===== config.mk =====
export PLATFORM = sky130hd
export DESIGN_NAME = nsrh_div_cell
export DESIGN_NICKNAME = d
export VERILOG_FILES = /design/src/nsrh_pkg.sv /design/src/nsrh_div_cell.sv
export SDC_FILE = /design/constraint.sdc
export NUM_CORES = 1
export LEC_CHECK = 0
export BUFFER_PORTS_ARGS = -buffer_cell sky130_fd_sc_hd__buf_2
export CAP_MARGIN = 20
export CORE_ASPECT_RATIO = 1.5
export CORE_MARGIN = 2
export CORE_UTILIZATION = 50
export CTS_BUF_LIST = sky130_fd_sc_hd__clkbuf_4
export DETAILED_ROUTE_END_ITERATION = 6
export GPL_TIMING_DRIVEN = 0
export PLACE_DENSITY = 0.82
export SLEW_MARGIN = 5
export SYNTH_ARGS = -nofsm -noshare
export SYNTH_HDL_FRONTEND = slang
export SYNTH_SLANG_ARGS = --single-unit

===== constraint.sdc =====
create_clock -name clk -period 3.35 [get_ports clk]
set_input_delay 0 -clock clk [delete_from_list [all_inputs] [get_ports clk]]
set_output_delay 0 -clock clk [all_outputs]
set_load 0.01 [all_outputs]

===== src/nsrh_pkg.sv =====
// Package: types, constants and codes for the nearest segment ray hit block.
package nsrh_pkg;

  localparam int MaxSegments = 16;
  localparam int SlotW       = 4;
  localparam int CountW      = 5;
  localparam int CfgIndexW   = 4;
  localparam int CfgDataW    = 16;
  localparam int DivSteps    = 17;   // quotient bits, t in [0, 1.0] with 1.0 = 65536
  localparam int RootSteps   = 17;
  localparam int RemW        = 36;
  localparam int MagW        = 35;
  localparam logic signed [34:0] CollinearEps = 35'sd7;

  localparam logic OP_WRITE = 1'b0;
  localparam logic OP_CAST  = 1'b1;

  localparam logic [CfgIndexW-1:0] CFG_RANGE_LIMIT   = 4'd0;
  localparam logic [CfgIndexW-1:0] CFG_SEGMENT_COUNT = 4'd1;

  typedef enum logic [1:0] {
    ST_IDLE,
    ST_SCAN,
    ST_ROOT,
    ST_EMIT
  } state_t;

  typedef struct packed {
    logic              operation;
    logic [SlotW-1:0]  slot;
    logic signed [15:0] start_x;
    logic signed [15:0] start_y;
    logic signed [15:0] end_x;
    logic signed [15:0] end_y;
  } command_t;

  typedef struct packed {
    logic              hit;
    logic [15:0]       distance;
    logic signed [15:0] point_x;
    logic signed [15:0] point_y;
  } result_t;

  typedef struct packed {
    logic signed [15:0] x1;
    logic signed [15:0] y1;
    logic signed [15:0] x2;
    logic signed [15:0] y2;
  } segment_t;

  // One slot of the divider chain.
  typedef struct packed {
    logic                valid;
    logic                pass;
    logic [RemW-1:0]     rem;
    logic [MagW-1:0]     ad;
    logic [DivSteps-1:0] q;
  } div_lane_t;

endpackage


===== src/nsrh_div_cell.sv =====
// One restoring-division cell: one quotient bit per cycle, hands its lane to the next cell.
module nsrh_div_cell (
  input  logic              clk,
  input  logic              rst,
  input  nsrh_pkg::div_lane_t lane_in,
  output nsrh_pkg::div_lane_t lane_out
);
  import nsrh_pkg::*;

  logic [RemW:0] diff;
  logic          ge;

  assign diff = {1'b0, lane_in.rem} - {2'b00, lane_in.ad};
  assign ge   = ~diff[RemW];

  always_ff @(posedge clk) begin
    if (rst) begin
      lane_out.valid <= 1'b0;
    end else begin
      lane_out.valid <= lane_in.valid;
    end
    lane_out.pass <= lane_in.pass;
    lane_out.ad   <= lane_in.ad;
    lane_out.q    <= {lane_in.q[DivSteps-2:0], ge};
    // remainder stays below ad, so the shift never loses a bit
    lane_out.rem  <= ge ? {diff[RemW-2:0], 1'b0} : {lane_in.rem[RemW-2:0], 1'b0};
  end

endmodule


==> flow_metrics.tcl <==
set metrics [dict create \
    yosys.area.top_type "dfxtp_1" \
    arrival_ns 3.41 \
    vias 4401 \
    first_iter_violations 240 \
    worst_slew_pin_slew_ns 0.548 \
    place_inst 747 \
    syn_area_um2 4510 \
    power.density_nw_per_um2 423 \
    clk_pin_slew_worst_paths_ns 0.15 \
    timing.final.crit_period_ns 3.07 \
    grt_pass1_wl_um 19900 \
    relSlewSlack_pct 63.1 \
    regMostFlops "lane_out" \
    core_area_um2 8780 \
    drt_wl_total_um 12800 \
    clockBufferDepth 2 \
    min-delay-start "lane_in[87]" \
    wl_per_cell_um 14.9 \
    hold_viol_final 0 \
    cts_hold_buf 89 \
    outcome "complete, no violations" \
    start_kind "input pin" \
    hpwl_um 8750 \
    drt_drc_violations_left 0 \
    grt_overflow 0 \
    grt_usage_pct 25.9 \
    fin_crit_sh_pct 91.7 \
    crit_path_end_kind "flop" \
    synthDominantCellAreaShare_pct 39.5 \
    synth_top_cells_by_area "dfxtp_1 (39%), ha_1 (9.7%), mux2_4 (9.0%)" \
    path_class "input pin to flop" \
    drt-pass1-iter-count 6 \
    synth_flop_cell "dfxtp_1" \
    fmaxAchievable_mhz 326 \
    grt_max_degree 19 \
    synth.avg_cell_area_um2 9.85 \
    gp_congestion 0.850 \
    largest_reg_flops 89 \
    reg_top3 "lane_out: 89 flops" \
    cts_buffers 9 \
    holdPathEnd "lane_out[74]$_DFF_P_" \
    viasPerCell 5.16 \
    cts_tree "done" \
    maxCapViolations 0 \
    rows 42 \
    ios 182 \
    multi_input_area_um2 2440 \
    async_reset_ff_share_pct 0 \
    ys_seq_elements 89 \
    vdd_ir_drop_max_mv 0.273 \
    synth_edf_count 0 \
    ctsResizeCount 0 \
    hold_depth 6 \
    yosys_warnings 0 \
    drive_gt1_share_pct 32.7 \
    die_w_um 81.6 \
    setup_viol 0 \
    fin_tns_setup_ns 0 \
    final_cells 853 \
    rsz0062_at_grt "no" \
    cts.sinks 89 \
    grt_pass1_vias 4541 \
    antenna_found_initial 1 \
    post_cts_buffers 0 \
    cts_max_level 3 \
    fillers 596 \
    ant_nets 0 \
    die_h_um 120 \
    critPathRequiredTime_ns 3.68 \
    syn_to_final_growth_pct 45.7 \
    regArea_um2 1780 \
    min_path_type "input pin to flop" \
    maxSlewViolCount 0 \
    leakage_uw 0.00334 \
    num-nets-final 865 \
    clock-root-buffer "clkbuf_4" \
    fp.dieArea_um2 9820 \
    initial_core_util_pct 51.4 \
    syn_inst 458 \
    yosysSeqAreaShare_pct 39.5 \
    yosysUniqueCellTypes 57 \
    crit_fanout 10 \
    synth_fp_nets 586 \
    io_buffers 179 \
]
## cell usage after synthesis (all sizes together), types with 4 or more instances
| library cell | number |
|---|---|
| dfxtp | 89 |
| inv | 45 |
| ha | 35 |
| a21oi | 33 |
| mux2 | 27 |
| nand2 | 25 |
| nor2 | 24 |
| o21ai | 18 |
| xnor2 | 16 |
| a21o | 14 |
| nand3 | 12 |
| o21a | 10 |
| xor2 | 10 |
| and3 | 8 |
| clkbuf | 8 |
| o211ai | 8 |
| nor3 | 7 |
| buf | 6 |
| a31oi | 4 |
| mux2i | 4 |
| nand4 | 4 |
| nor2b | 4 |
| o21bai | 4 |
| o31ai | 4 |
## final cells by class
class / instances / area share, %
Antenna cell: 1 / 0.0381
Clock inverter: 7 / 1.05
Tap cell: 110 / 2.09
Clock buffer: 9 / 1.03
Buffer: 14 / 1.73
Timing Repair Buffer: 268 / 27.2
Inverter: 45 / 2.64
Sequential cell: 89 / 27.1
Multi-Input combinational cell: 310 / 37.2
## worst max-delay path: stages
cell           delay, ns
dlygate4sd3_1       0.53
buf_2               0.13
ha_1                0.21
fa_1                0.40
nand2b_1            0.20
a21oi_2             0.24
o21ai_2             0.11
a32oi_2             0.29
a221oi_4            0.15
o21a_4              0.27
o21a_1              0.20
buf_6               0.14
inv_6               0.08
buf_12              0.14
mux2_4              0.30
## cells in the final DEF (no fill, tap or decap), types with 4 or more instances in the layout
| cell type | netlist | routed |
|---|---|---|
| dlygate4sd3_1 | 0 | 89 |
| nor3_1 | 7 | 7 |
| a21o_1 | 14 | 14 |
| o31ai_1 | 4 | 4 |
| clkbuf_1 | 8 | 8 |
| nor2b_1 | 4 | 4 |
| o211ai_1 | 7 | 7 |
| and3_1 | 8 | 8 |
| o21bai_1 | 4 | 4 |
| dfxtp_1 | 89 | 89 |
| ha_1 | 35 | 35 |
| o21a_1 | 9 | 9 |
| inv_1 | 44 | 44 |
| buf_2 | 1 | 180 |
| mux2_4 | 27 | 27 |
| a31oi_1 | 4 | 4 |
| o21ai_0 | 17 | 17 |
| clkbuf_4 | 0 | 9 |
| nand2_1 | 25 | 25 |
| nor2_1 | 24 | 24 |
| mux2i_1 | 4 | 4 |
| nand3_1 | 12 | 12 |
| xnor2_1 | 16 | 16 |
| xor2_1 | 10 | 10 |
| a21oi_1 | 30 | 30 |
| nand4_1 | 4 | 4 |
## how the worst max path moves through the flow
stage / to / startpoint / cells after the start / slack, ns
after floorplan: lane_out[55]$_DFF_P_ / lane_in[52] / 14 / 0.76
final: lane_out[86]$_DFF_P_ / lane_in[17] / 15 / 0.28
after detailed placement: lane_out[66]$_DFF_P_ / lane_in[17] / 14 / 0.39
after CTS: lane_out[86]$_DFF_P_ / lane_in[17] / 15 / 0.31
after global placement: lane_out[66]$_DFF_P_ / lane_in[17] / 14 / 0.34
after global routing: lane_out[76]$_DFF_P_ / lane_in[52] / 16 / 0.20
## routing by layer
layer  track usage, %  share of wire (%)  vias up
met4             12.8                3.8        0
met5                0                  0        -
met2             49.4                 55      166
li1                 -                  -     2162
met3             5.97                6.3       39
met1             24.9                 35     2034
## metrics by stage
step           hold WS, ns  area, µm²  power (µW)  setup slack (ns)  utilization, %
3_5_place_dp         0.104       5550        2120             0.385            63.2
2_1_floorplan       0.0277       4510        1840             0.755               -
5_1_grt              0.148       6580        2940             0.203            74.9
6_report             0.175       6580        2780             0.278            74.9
4_1_cts              0.136       6570        2790             0.309            74.9
3_3_place_gp         0.102       5550        2100             0.344            63.2
## logic make-up after synthesis
logic type / after synthesis / share of synthesized area [%]
compound gates: 114 / 17.7
xor+xnor: 26 / 5.05
other cells: 1 / 0.0831
mux: 31 / 9.87
fa+ha+maj: 36 / 10.1
simple gates: 102 / 11.3
buf+inv: 59 / 6.38
flops: 89 / 39.5
## power breakdown
group | internal [µW] | leakage, µW | switching [µW]
logic | 502 | 0.00251 | 472
clock network | 177 | 0.0000769 | 407
registers | 1190 | 0.000751 | 35.2
Power figures use the tool's default switching activity.
