[config.mk]
export PLATFORM = sky130hd
export DESIGN_NAME = nsrh_sqrt
export DESIGN_NICKNAME = d
export VERILOG_FILES = /design/src/nsrh_pkg.sv /design/src/nsrh_sqrt.sv
export SDC_FILE = /design/constraint.sdc
export NUM_CORES = 1
export LEC_CHECK = 0
export BUFFER_PORTS_ARGS = -buffer_cell sky130_fd_sc_hd__buf_2
export CAP_MARGIN = 20
export CORE_MARGIN = 3
export CORE_UTILIZATION = 55
export CTS_CLUSTER_SIZE = 16
export DETAILED_ROUTE_END_ITERATION = 7
export GPL_TIMING_DRIVEN = 0
export MAX_ROUTING_LAYER = met4
export PLACE_DENSITY = 0.73
export SLEW_MARGIN = 30
export SYNTH_ARGS = -nofsm -noshare
export SYNTH_HDL_FRONTEND = slang
export SYNTH_SLANG_ARGS = --single-unit
[constraint.sdc]
create_clock -name clk -period 8.1 [get_ports clk]
set_clock_uncertainty 0.05 [all_clocks]
set_input_delay 1.215 -clock clk [delete_from_list [all_inputs] [get_ports clk]]
set_output_delay 1.215 -clock clk [all_outputs]
set_load 0.05 [all_outputs]
[src/nsrh_pkg.sv]
// Package: types, constants and codes for the nearest segment ray hit block.
package nsrh_pkg;

  localparam int MaxSegments = 16;
  localparam int SlotW       = 4;
  localparam int CountW      = 5;
  localparam int CfgIndexW   = 4;
  localparam int CfgDataW    = 16;
  localparam int DivSteps    = 17;   // quotient bits, t in [0, 1.0] with 1.0 = 65536
  localparam int RootSteps   = 17;
  localparam int RemW        = 36;
  localparam int MagW        = 35;
  localparam logic signed [34:0] CollinearEps = 35'sd7;

  localparam logic OP_WRITE = 1'b0;
  localparam logic OP_CAST  = 1'b1;

  localparam logic [CfgIndexW-1:0] CFG_RANGE_LIMIT   = 4'd0;
  localparam logic [CfgIndexW-1:0] CFG_SEGMENT_COUNT = 4'd1;

  typedef enum logic [1:0] {
    ST_IDLE,
    ST_SCAN,
    ST_ROOT,
    ST_EMIT
  } state_t;

  typedef struct packed {
    logic              operation;
    logic [SlotW-1:0]  slot;
    logic signed [15:0] start_x;
    logic signed [15:0] start_y;
    logic signed [15:0] end_x;
    logic signed [15:0] end_y;
  } command_t;

  typedef struct packed {
    logic              hit;
    logic [15:0]       distance;
    logic signed [15:0] point_x;
    logic signed [15:0] point_y;
  } result_t;

  typedef struct packed {
    logic signed [15:0] x1;
    logic signed [15:0] y1;
    logic signed [15:0] x2;
    logic signed [15:0] y2;
  } segment_t;

  // One slot of the divider chain.
  typedef struct packed {
    logic                valid;
    logic                pass;
    logic [RemW-1:0]     rem;
    logic [MagW-1:0]     ad;
    logic [DivSteps-1:0] q;
  } div_lane_t;

endpackage

[src/nsrh_sqrt.sv]
// Iterative integer square root, one result bit per cycle.
module nsrh_sqrt (
  input  logic        clk,
  input  logic        rst,
  input  logic        go,
  input  logic [33:0] value,
  output logic        done,
  output logic [17:0] root
);
  import nsrh_pkg::*;

  logic [33:0] v;
  logic [33:0] r;
  logic [33:0] b;
  logic [4:0]  cnt;
  logic [33:0] trial;

  assign trial = r + b;
  assign root  = r[17:0];

  always_ff @(posedge clk) begin
    if (rst) begin
      cnt  <= '0;
      done <= 1'b0;
    end else begin
      done <= (cnt == 5'd1);
      if (go) begin
        cnt <= 5'(RootSteps);
      end else if (cnt != '0) begin
        cnt <= cnt - 5'd1;
      end
    end
    if (go) begin
      v <= value;
      r <= '0;
      b <= 34'h1_0000_0000;
    end else if (cnt != '0) begin
      if (v >= trial) begin
        v <= v - trial;
        r <= (r >> 1) + b;
      end else begin
        r <= r >> 1;
      end
      b <= b >> 2;
    end
  end

  property p_done_after_run;
    @(posedge clk) disable iff (rst) done |-> $past(cnt) == 5'd1;
  endproperty
  a_done_after_run: assert property (p_done_after_run) else $error("root done out of step");

  property p_go_loads;
    @(posedge clk) disable iff (rst) go |=> cnt == 5'(RootSteps);
  endproperty
  a_go_loads: assert property (p_go_loads) else $error("root start not loaded");

  property p_b_shrinks;
    @(posedge clk) disable iff (rst) (cnt != '0 && !go) |=> $onehot0(b);
  endproperty
  a_b_shrinks: assert property (p_b_shrinks) else $error("root bit mask broken");

endmodule

==> summary.md, run 1 <==
The run finished with clean final reports. The congestion estimate from routability-driven global placement came to 0.947. Sequential fraction of the synthesis area: 0.285.

The number of pins exceeding their max-slew limit in the final report is 0, and the initial cell density of the core is 0.569. The share of synthesized cell area in and, or, nand and nor gates is 0.172, and the sequential fraction of design power is 0.225. For this run, the number of Yosys warnings is 0. The tools report the number of nets at the end of the flow as 1108.

After the first detailed-routing iteration, the DRC count stood at 729. The synthesized netlist occupies a cell area of 7590 µm². The worst slew margin relative to its limit is 0.484, and the x dimension of the die is 123 µm. The deepest clock path buffer count came out at 2.

The setup path with the least slack is of type register to register. Hold repair after CTS inserted 0 buffers. For the worst setup path, the data required time is 8170 ps. The count of port buffers added during placement is 54, and the number of diodes is 0. Together, buffers and inverters on the worst path number 5.

The type of element launching the critical path is a register. The run gives 3.39 nW as the leakage component of the power. In this run the standard cell core region covers 13300 µm². Combinational family with the most area after synthesis: compound AO/OA/AOI/OAI gates.

For the count of fill cells added during filler insertion, the log shows 1251. Summed over all layers, the global routing overflow is 0. The number of global-route vias before repair is 6623.

The number of setup violations in the final report came out at 0. STA classifies the critical path endpoint as a register. The internal power was 1.86 mW; the delay of the slowest critical-path stage was 480 ps.

At the later pin of the worst-skew pair, clock insertion delay measures 360 ps. The synthesized-area fraction occupied by ao, oa, aoi and oai cells works out to 0.258. The slowest stage of the critical path is the dfxtp_1 cell.

The switching share of power was 0.480; the die height was 123 µm. The multiplexer share of the synthesized area was 0.0206. The launch point of the worst hold path was b[0]. The routed layout has 7213 vias.

For the worst flop-to-flop path, the logic depth is 23. Along the worst path, the maximum fanout reaches 19. The run gives 1041 as the net count of the mapped netlist. After clock tree synthesis, the setup repair step added 0 buffers. The run gives 15800 µm as the HPWL reported at the end of detailed placement. In this run the critical register-to-register path is launched from r[2]. The setup slack of the worst register-to-register path was 2140 ps; the number of buffers added by the clock tree synthesis step was 9.

The net switching power was 1.72 mW; the H-tree level count was 3. The hold path depth came out at 2. The most common cell after layout, fill and taps aside is nand2_1. The floorplan step defined a die boundary enclosing 15200 µm². Subtracting the final worst setup slack from the clock period gives 5960 ps. The initial antenna violation count was 0. The worst hold path terminates at b[0]. The tools report the number of gates resized after CTS as 0.

The depth of the critical timing path with buffers and inverters included came out at 23. The tool flagged a number of max-cap violations equal to 0. At the worst endpoint, the arrival time is 6030 ps.

The fraction of synthesis flops using an asynchronous set or reset pin works out to 0. Dividing the detail-routed via count by the number of cells gives 6.12. Clock-pin slew was measured on the worst setup and hold paths at 70 ps. The area added between synthesis and finish was 11.4%; the transition time at the pin with the least slew margin was 774 ps.

In the final layout, the multi-input gates occupy 5000 µm². Post-synthesis xor/xnor area fraction: 0.0842. Registers take 2160 µm². In this run the power density over the cells is 424 nW/µm². For this block, the routed nets add up to 21000 µm of wire.

Setup repair after global routing left no endpoint under its margin. The logs give 33300 µm for the first-pass GRT wire length and 56 for the I/O pin count. The class of the tightest hold or removal check was register to register. The root buffer cell chosen for the clock tree is clkbuf_16.

The wire length per cell after detailed routing is 17.9 µm, and the number of antenna-violating nets in the routed design is 0. The post-synthesis register bit count was 91; the row count was 42. The post-synthesis instance total is 930.

The most used flip-flop cell after synthesis is dfxtp_1. The count of endpoints failing hold in the final timing report came out at 0. The global router's overall resource usage came out at 0.289. The logs give 5 for the length of the first detailed-routing pass in iterations and 0 for the remaining routing DRC violations. Each instance of the synthesized netlist takes up on average 8.16 µm².

The number of flops mapped to enable cells by yosys was 34. Static timing analysis puts the maximum clock frequency at 168 MHz. The ratio of cells with drive above 1 in the final layout works out to 0.121.

The endpoint of the worst register-to-register path is v[24]. Leaving out fill and tap cells, the most frequent cells in the layout are nand2_1, nor2_1, ha_1. The clock net in this run drives a total of 91 sinks. The critical path goes through ha_1 -> a31oi_1 -> o21ai_0 -> a21o_1 -> nor2_1 -> o21ai_0 -> nor2b_1 -> or2_2 -> a31oi_1 -> xor2_1 -> ha_1 -> clkbuf_1 -> a21oi_1 -> o21ai_1 -> nor2_1 -> o211ai_1 -> o31ai_2 -> o311a_4 -> buf_6 -> buf_2 -> o21bai_4 -> buf_16 -> buf_16. The kind of cell with the highest combined delay along the critical path is compound AO/OA/AOI/OAI gates. The run gives 0.124 as the clock network fraction of total power. The final core utilization is 0.633, and the maximum number of pins on one net before global-route repair is 20. In the final timing run, aggregate negative setup slack is 0 ps. The distinct cell type count after synthesis came out at 63. The adder-cell share of the synthesized area is 0.123, and the proportion of power drawn by combinational gates is 0.650. The period utilization was 0.735; the peak supply drop was 0.264 mV. TritonCTS built the clock tree.
==> through the flow <==
stage	worst slack [ps]	hold WS, ps	instances	cell area [µm²]	power [mW]
final	2140	448	1178	8450	3.58
after global routing	1880	474	1178	8450	3.85
after CTS	2300	449	1178	8450	3.56
after detailed placement	2330	439	1162	8150	3.09
after global placement	294	428	1160	8080	3.03
after floorplan	1980	403	930	7590	2.55
==> worst max path at each step <==
| stage | start | endpoint |
|---|---|---|
| 3_5_place_dp | r[2] | v[24] |
| 5_1_grt | r[2] | v[10] |
| 6_report | r[2] | v[24] |
| 4_1_cts | r[2] | v[12] |
| 2_1_floorplan | r[2] | v[0] |
| 3_3_place_gp | r[2] | v[24] |
==> final cells by class <==
class,instances,area share
multi-input combinational,750,0.592
sequential,91,0.256
buffer,63,0.0401
timing repair buffer,56,0.0385
clock buffer,12,0.0329
tap,176,0.0260
inverter,26,0.0115
clock inverter,4,0.00340
==> registers in the layout, summed over array words and instances, names as in the netlist <==
signal  flops
b          17
cnt         5
done        1
r          34
v          34
==> synthesized netlist by cell type, drive strengths merged, types with 5 or more instances <==
library cell	count	area, µm²
nand4	10	62.6
a311oi	12	105
nor2b	8	50.1
a21boi	5	37.5
nand2	121	454
inv	26	97.6
dfxtp	57	1140
or3	11	68.8
o21ai	76	384
xor2	37	324
a31oi	27	169
o31ai	6	50.1
a211oi	31	233
nor3	28	145
edfxtp	34	1020
nand3	8	40.0
and3	5	31.3
a21oi	63	315
o21bai	10	75.1
mux2	5	56.3
o21a	16	120
nor2	74	278
mux2i	10	100
nand2b	6	37.5
a31o	5	43.8
xnor2	36	315
buf	26	199
clkbuf	37	140
a21o	15	113
a221oi	6	52.6
ha	73	913
==> layer usage <==
metal / global-route usage / share of wire
met3: 0.0563 / 0.062
met2: 0.454 / 0.47
met4: 0.0955 / 0.024
met5: - / 0
met1: 0.376 / 0.44
==> worst min-delay path, stage by stage, from the launching register on <==
cell,delay [ps]
dfxtp_1,340
nand2_1,70
a21oi_1,50
==> cell families (layout without fill, tap and decap cells) <==
group / Yosys count / after routing
xor gates and xnor gates: 73 / 73
and+or+nand+nor: 290 / 290
adders and majority gates: 74 / 74
DFF: 91 / 91
AOI/OAI and AO/OA: 298 / 298
buffers and inverters: 89 / 161
muxes: 15 / 15
==> power by group through the flow <==
stage	Combinational, mW	Sequential, mW	Clock (mW)
global route	2.56	0.827	0.468
floorplan	1.77	0.774	0
CTS	2.30	0.806	0.451
finish	2.33	0.807	0.445
detailed placement	2.28	0.815	0
global placement	2.21	0.818	0
(Power assumes the default switching activity.)
==> run 2: changes to the inputs <==
--- a/config.mk
+++ b/config.mk
@@ -13,7 +13,7 @@
 export DETAILED_ROUTE_END_ITERATION = 7
 export GPL_TIMING_DRIVEN = 0
 export MAX_ROUTING_LAYER = met4
-export PLACE_DENSITY = 0.73
+export PLACE_DENSITY = 0.76
 export SLEW_MARGIN = 30
 export SYNTH_ARGS = -nofsm -noshare
 export SYNTH_HDL_FRONTEND = slang
==> constraint.sdc (replaced) <==
create_clock -name clk -period 5.1 [get_ports clk]
set_clock_uncertainty 0.05 [all_clocks]
set_input_delay 0.765 -clock clk [delete_from_list [all_inputs] [get_ports clk]]
set_output_delay 0.765 -clock clk [all_outputs]
set_load 0.05 [all_outputs]
==> run 2 against run 1 <==
Register-to-register slack got worse by 2100 ps. Worst hold slack got worse by 19 ps. Combinational power increased by 70%. Wire length up 0.11%. Non-clock buffer count grew 13. Total power up 66%. Sequential power grew 60%. Setup slack lost 2100 ps. Sequential share of layout area down 0.69 points. Largest cell class unchanged. Largest power group unchanged.
==> summary.md, run 2 (same netlist as run 1, synthesis figures left out) <==
The flow ran to the end, and the final reports show no timing, DRC or antenna violations. DRC marker count from the first detailed-route iteration: 706 (-3.2%). The number of antenna-violating nets in the routed design is 0 (unchanged).

The tools report the type of element capturing the critical path as a register. The wire length per cell after detailed routing was 17.7 µm (-1.1%); the initial cell density of the core was 0.569 (unchanged). The logs give 7298 (+1.2%) for the number of vias after detailed routing and 9 (unchanged) for the number of buffers added by the clock tree synthesis step. The remaining global-route overflow is 0 (unchanged), and the per-cell via count in the routed design is 6.12 (about the same).

The count of port buffers added during placement is 54 (unchanged). The tools report the number of nets at the end of the flow as 1121 (+1.2%). For the worst path required time, the log shows 5300 ps (-2870 ps). The count of fill cells added during filler insertion was 1165 (-6.9%); the core area was 13300 µm² (unchanged).

Start-to-end type of the worst setup path: register to register. The tools report the die area as 15200 µm² (unchanged). The worst setup path is launched from a register. The peak supply drop came out at 0.400 mV (+51%). Setup slack of the worst register-to-register path: 60 ps (-2080 ps).

The startpoint identified for the worst register-to-register timing path is r[0]. Length of the first detailed-routing pass in iterations: 5 (unchanged). Logic depth of the worst register-to-register path: 21 (-8.7%). Count of endpoints failing hold in the final timing report: 0 (unchanged). TritonCTS built the clock tree.

The run gives 0.950 (+0.36%) as the final weighted congestion in routability-driven placement. Minimum period implied by the final worst setup slack: 5040 ps (-919 ps). The area added between synthesis and finish works out to 15.4%. The post-layout instance area was 8760 µm² (+3.6%); the post-layout instance count excluding filler cells was 1192 (+1.2%). The number of setup violations in the final report was 0 (unchanged). For the final routed wirelength across all metal layers, the log shows 21100 µm (+0.11%). In the layout the commonest cells are nand2_1, nor2_1, o21ai_0, ha_1, a21oi_1. The tools report the placed cell count as 1162 (unchanged). The first-pass GRT wire length is 33200 µm (-0.38%), and the ratio of cells with drive above 1 in the final layout is 0.169 (+0.0487). The clock network latency to the later pin of the worst-skew pair came out at 360 ps (about the same). The logs give 2 (unchanged) for the deepest clock path buffer count and 1 (+1) for the initial antenna violation count. The run gives 0.285 (-0.00411) as the global router's overall resource usage.

The die height works out to 123 µm (unchanged). The largest fanout on the critical path was 10 (-9). Cell area after placement: 8140 µm² (-0.15%). The I/O pin count was 56 (unchanged); the maximum number of pins on one net before global-route repair was 25 (+25%). The tools report the number of pins exceeding their max-slew limit in the final report as 0 (unchanged).

The achievable frequency is 198 MHz (+18%). The class of the tightest hold or removal check is register to register. The x dimension of the die works out to 123 µm (unchanged).

The clock transition at the register clock pins on the worst setup and hold paths after CTS was 70 ps (about the same). In the final layout, the registers with the most flip-flops are r: 34 flops, v: 34 flops, b: 17 flops. The logs give 0.454 (-0.0299) for the worst slew margin relative to its limit and 5.95 mW (+66%) for the total power draw. Leakage component of the power: 3.50 nW (+3.1%). The tools report the H-tree level count as 3 (unchanged). The most critical setup path has its endpoint at r[3]. Remaining routing DRC violations: 0 (unchanged). Power per cell area: 679 nW/µm² (+60%). Endpoint of the worst register-to-register path: r[3].

For the data arrival time at the worst-slack endpoint, the log shows 5240 ps (-790 ps). The worst setup path startpoint was r[0]. The logs give 6634 (+0.17%) for the number of global-route vias before repair and 91 (unchanged) for the clock sink count. The reported max-cap violation count is 0 (unchanged), and the HPWL reported at the end of detailed placement is 15600 µm (-1.5%). The transition time at the pin with the least slew margin is 819 ps (+44.9 ps), and the row count is 42 (unchanged). The tree is rooted in a clkbuf_16.

The library cell used most frequently in the layout, excluding fill and tap cells, is nand2_1. The period utilization works out to 0.988 (+0.252).
-- run 2: cell count changes in the layout (fill, tap and decap cells not counted), moves of 4 or more --
cell	previous run	this run
dfxtp_1	57	49
ha_2	0	4
dfxtp_2	0	5
ha_1	73	67
buf_4	20	32
clkbuf_1	36	32
-- run 2: area by class of cell --
| class | count | area, µm² | area share |
|---|---|---|---|
| multi-input combinational | 750 | 5160 | 0.589 |
| clock inverter | 7 | 75.1 | 0.00857 |
| antenna | 1 | 2.50 | 0.000286 |
| tap | 176 | 220 | 0.0251 |
| inverter | 26 | 97.6 | 0.0111 |
| clock buffer | 9 | 225 | 0.0257 |
| sequential | 91 | 2180 | 0.249 |
| timing repair buffer | 71 | 454 | 0.0518 |
| buffer | 61 | 348 | 0.0397 |
-- run 2: report_power, final --
| group | switching, mW | internal, mW | total [mW] |
|---|---|---|---|
| logic | 2.28 | 1.66 | 3.95 |
| registers | 0.209 | 1.09 | 1.29 |
| clock network | 0.326 | 0.385 | 0.712 |
| total | 2.82 | 3.13 | 5.95 |
-- run 2: worst min path at each step --
| stage | end | start | cells past startpoint |
|---|---|---|---|
| after floorplan | b[0] | b[0] | 2 |
| after global placement | b[0] | b[0] | 2 |
| after detailed placement | b[0] | b[0] | 2 |
| after CTS | b[0] | b[0] | 2 |
| after global routing | b[2] | b[2] | 2 |
| final | b[2] | b[2] | 2 |
-- run 2: repair_timing --
item                                   CTS  global route
endpoints found under the hold margin    0             0
cloned                                   1             0
setup endpoints to repair               66            69
resized for setup                       10            45
buffers inserted                         3            12
pin swaps                                5            17
hold buffers                             0             0
-- run 2: per-layer routing --
layer,global-route usage,up-vias,share of wire
met5,-,-,0
met4,0.101,0,0.026
met3,0.0430,44,0.069
met2,0.447,248,0.46
met1,0.376,3432,0.44
li1,-,3574,-
-- run 2: worst max-delay path, cell delays in order, from the launching register on --
cell	delay (ps)
dfxtp_2	330
ha_2	190
ha_2	180
a21o_1	190
a31o_2	270
a31o_4	250
a21o_1	210
o31a_1	340
o21a_1	220
and3_1	200
o21ai_2	140
xor2_1	80
ha_1	340
nand3_2	110
nor3_4	230
and3_4	230
nand4_1	170
o311a_4	230
buf_6	160
buf_6	140
or3_1	340
a311oi_1	310
-- run 2: stage by stage --
step | setup TNS, ps | hold slack [ps] | setup slack [ps] | util
after global placement | -37150 | 435 | -894 | 0.606
after CTS | 0 | 445 | 22.5 | 0.637
after global routing | -58.2 | 465 | -49.3 | 0.656
after floorplan | 0 | 403 | 72.9 | -
final | 0 | 428 | 61.9 | 0.656
after detailed placement | -23840 | 432 | -605 | 0.609
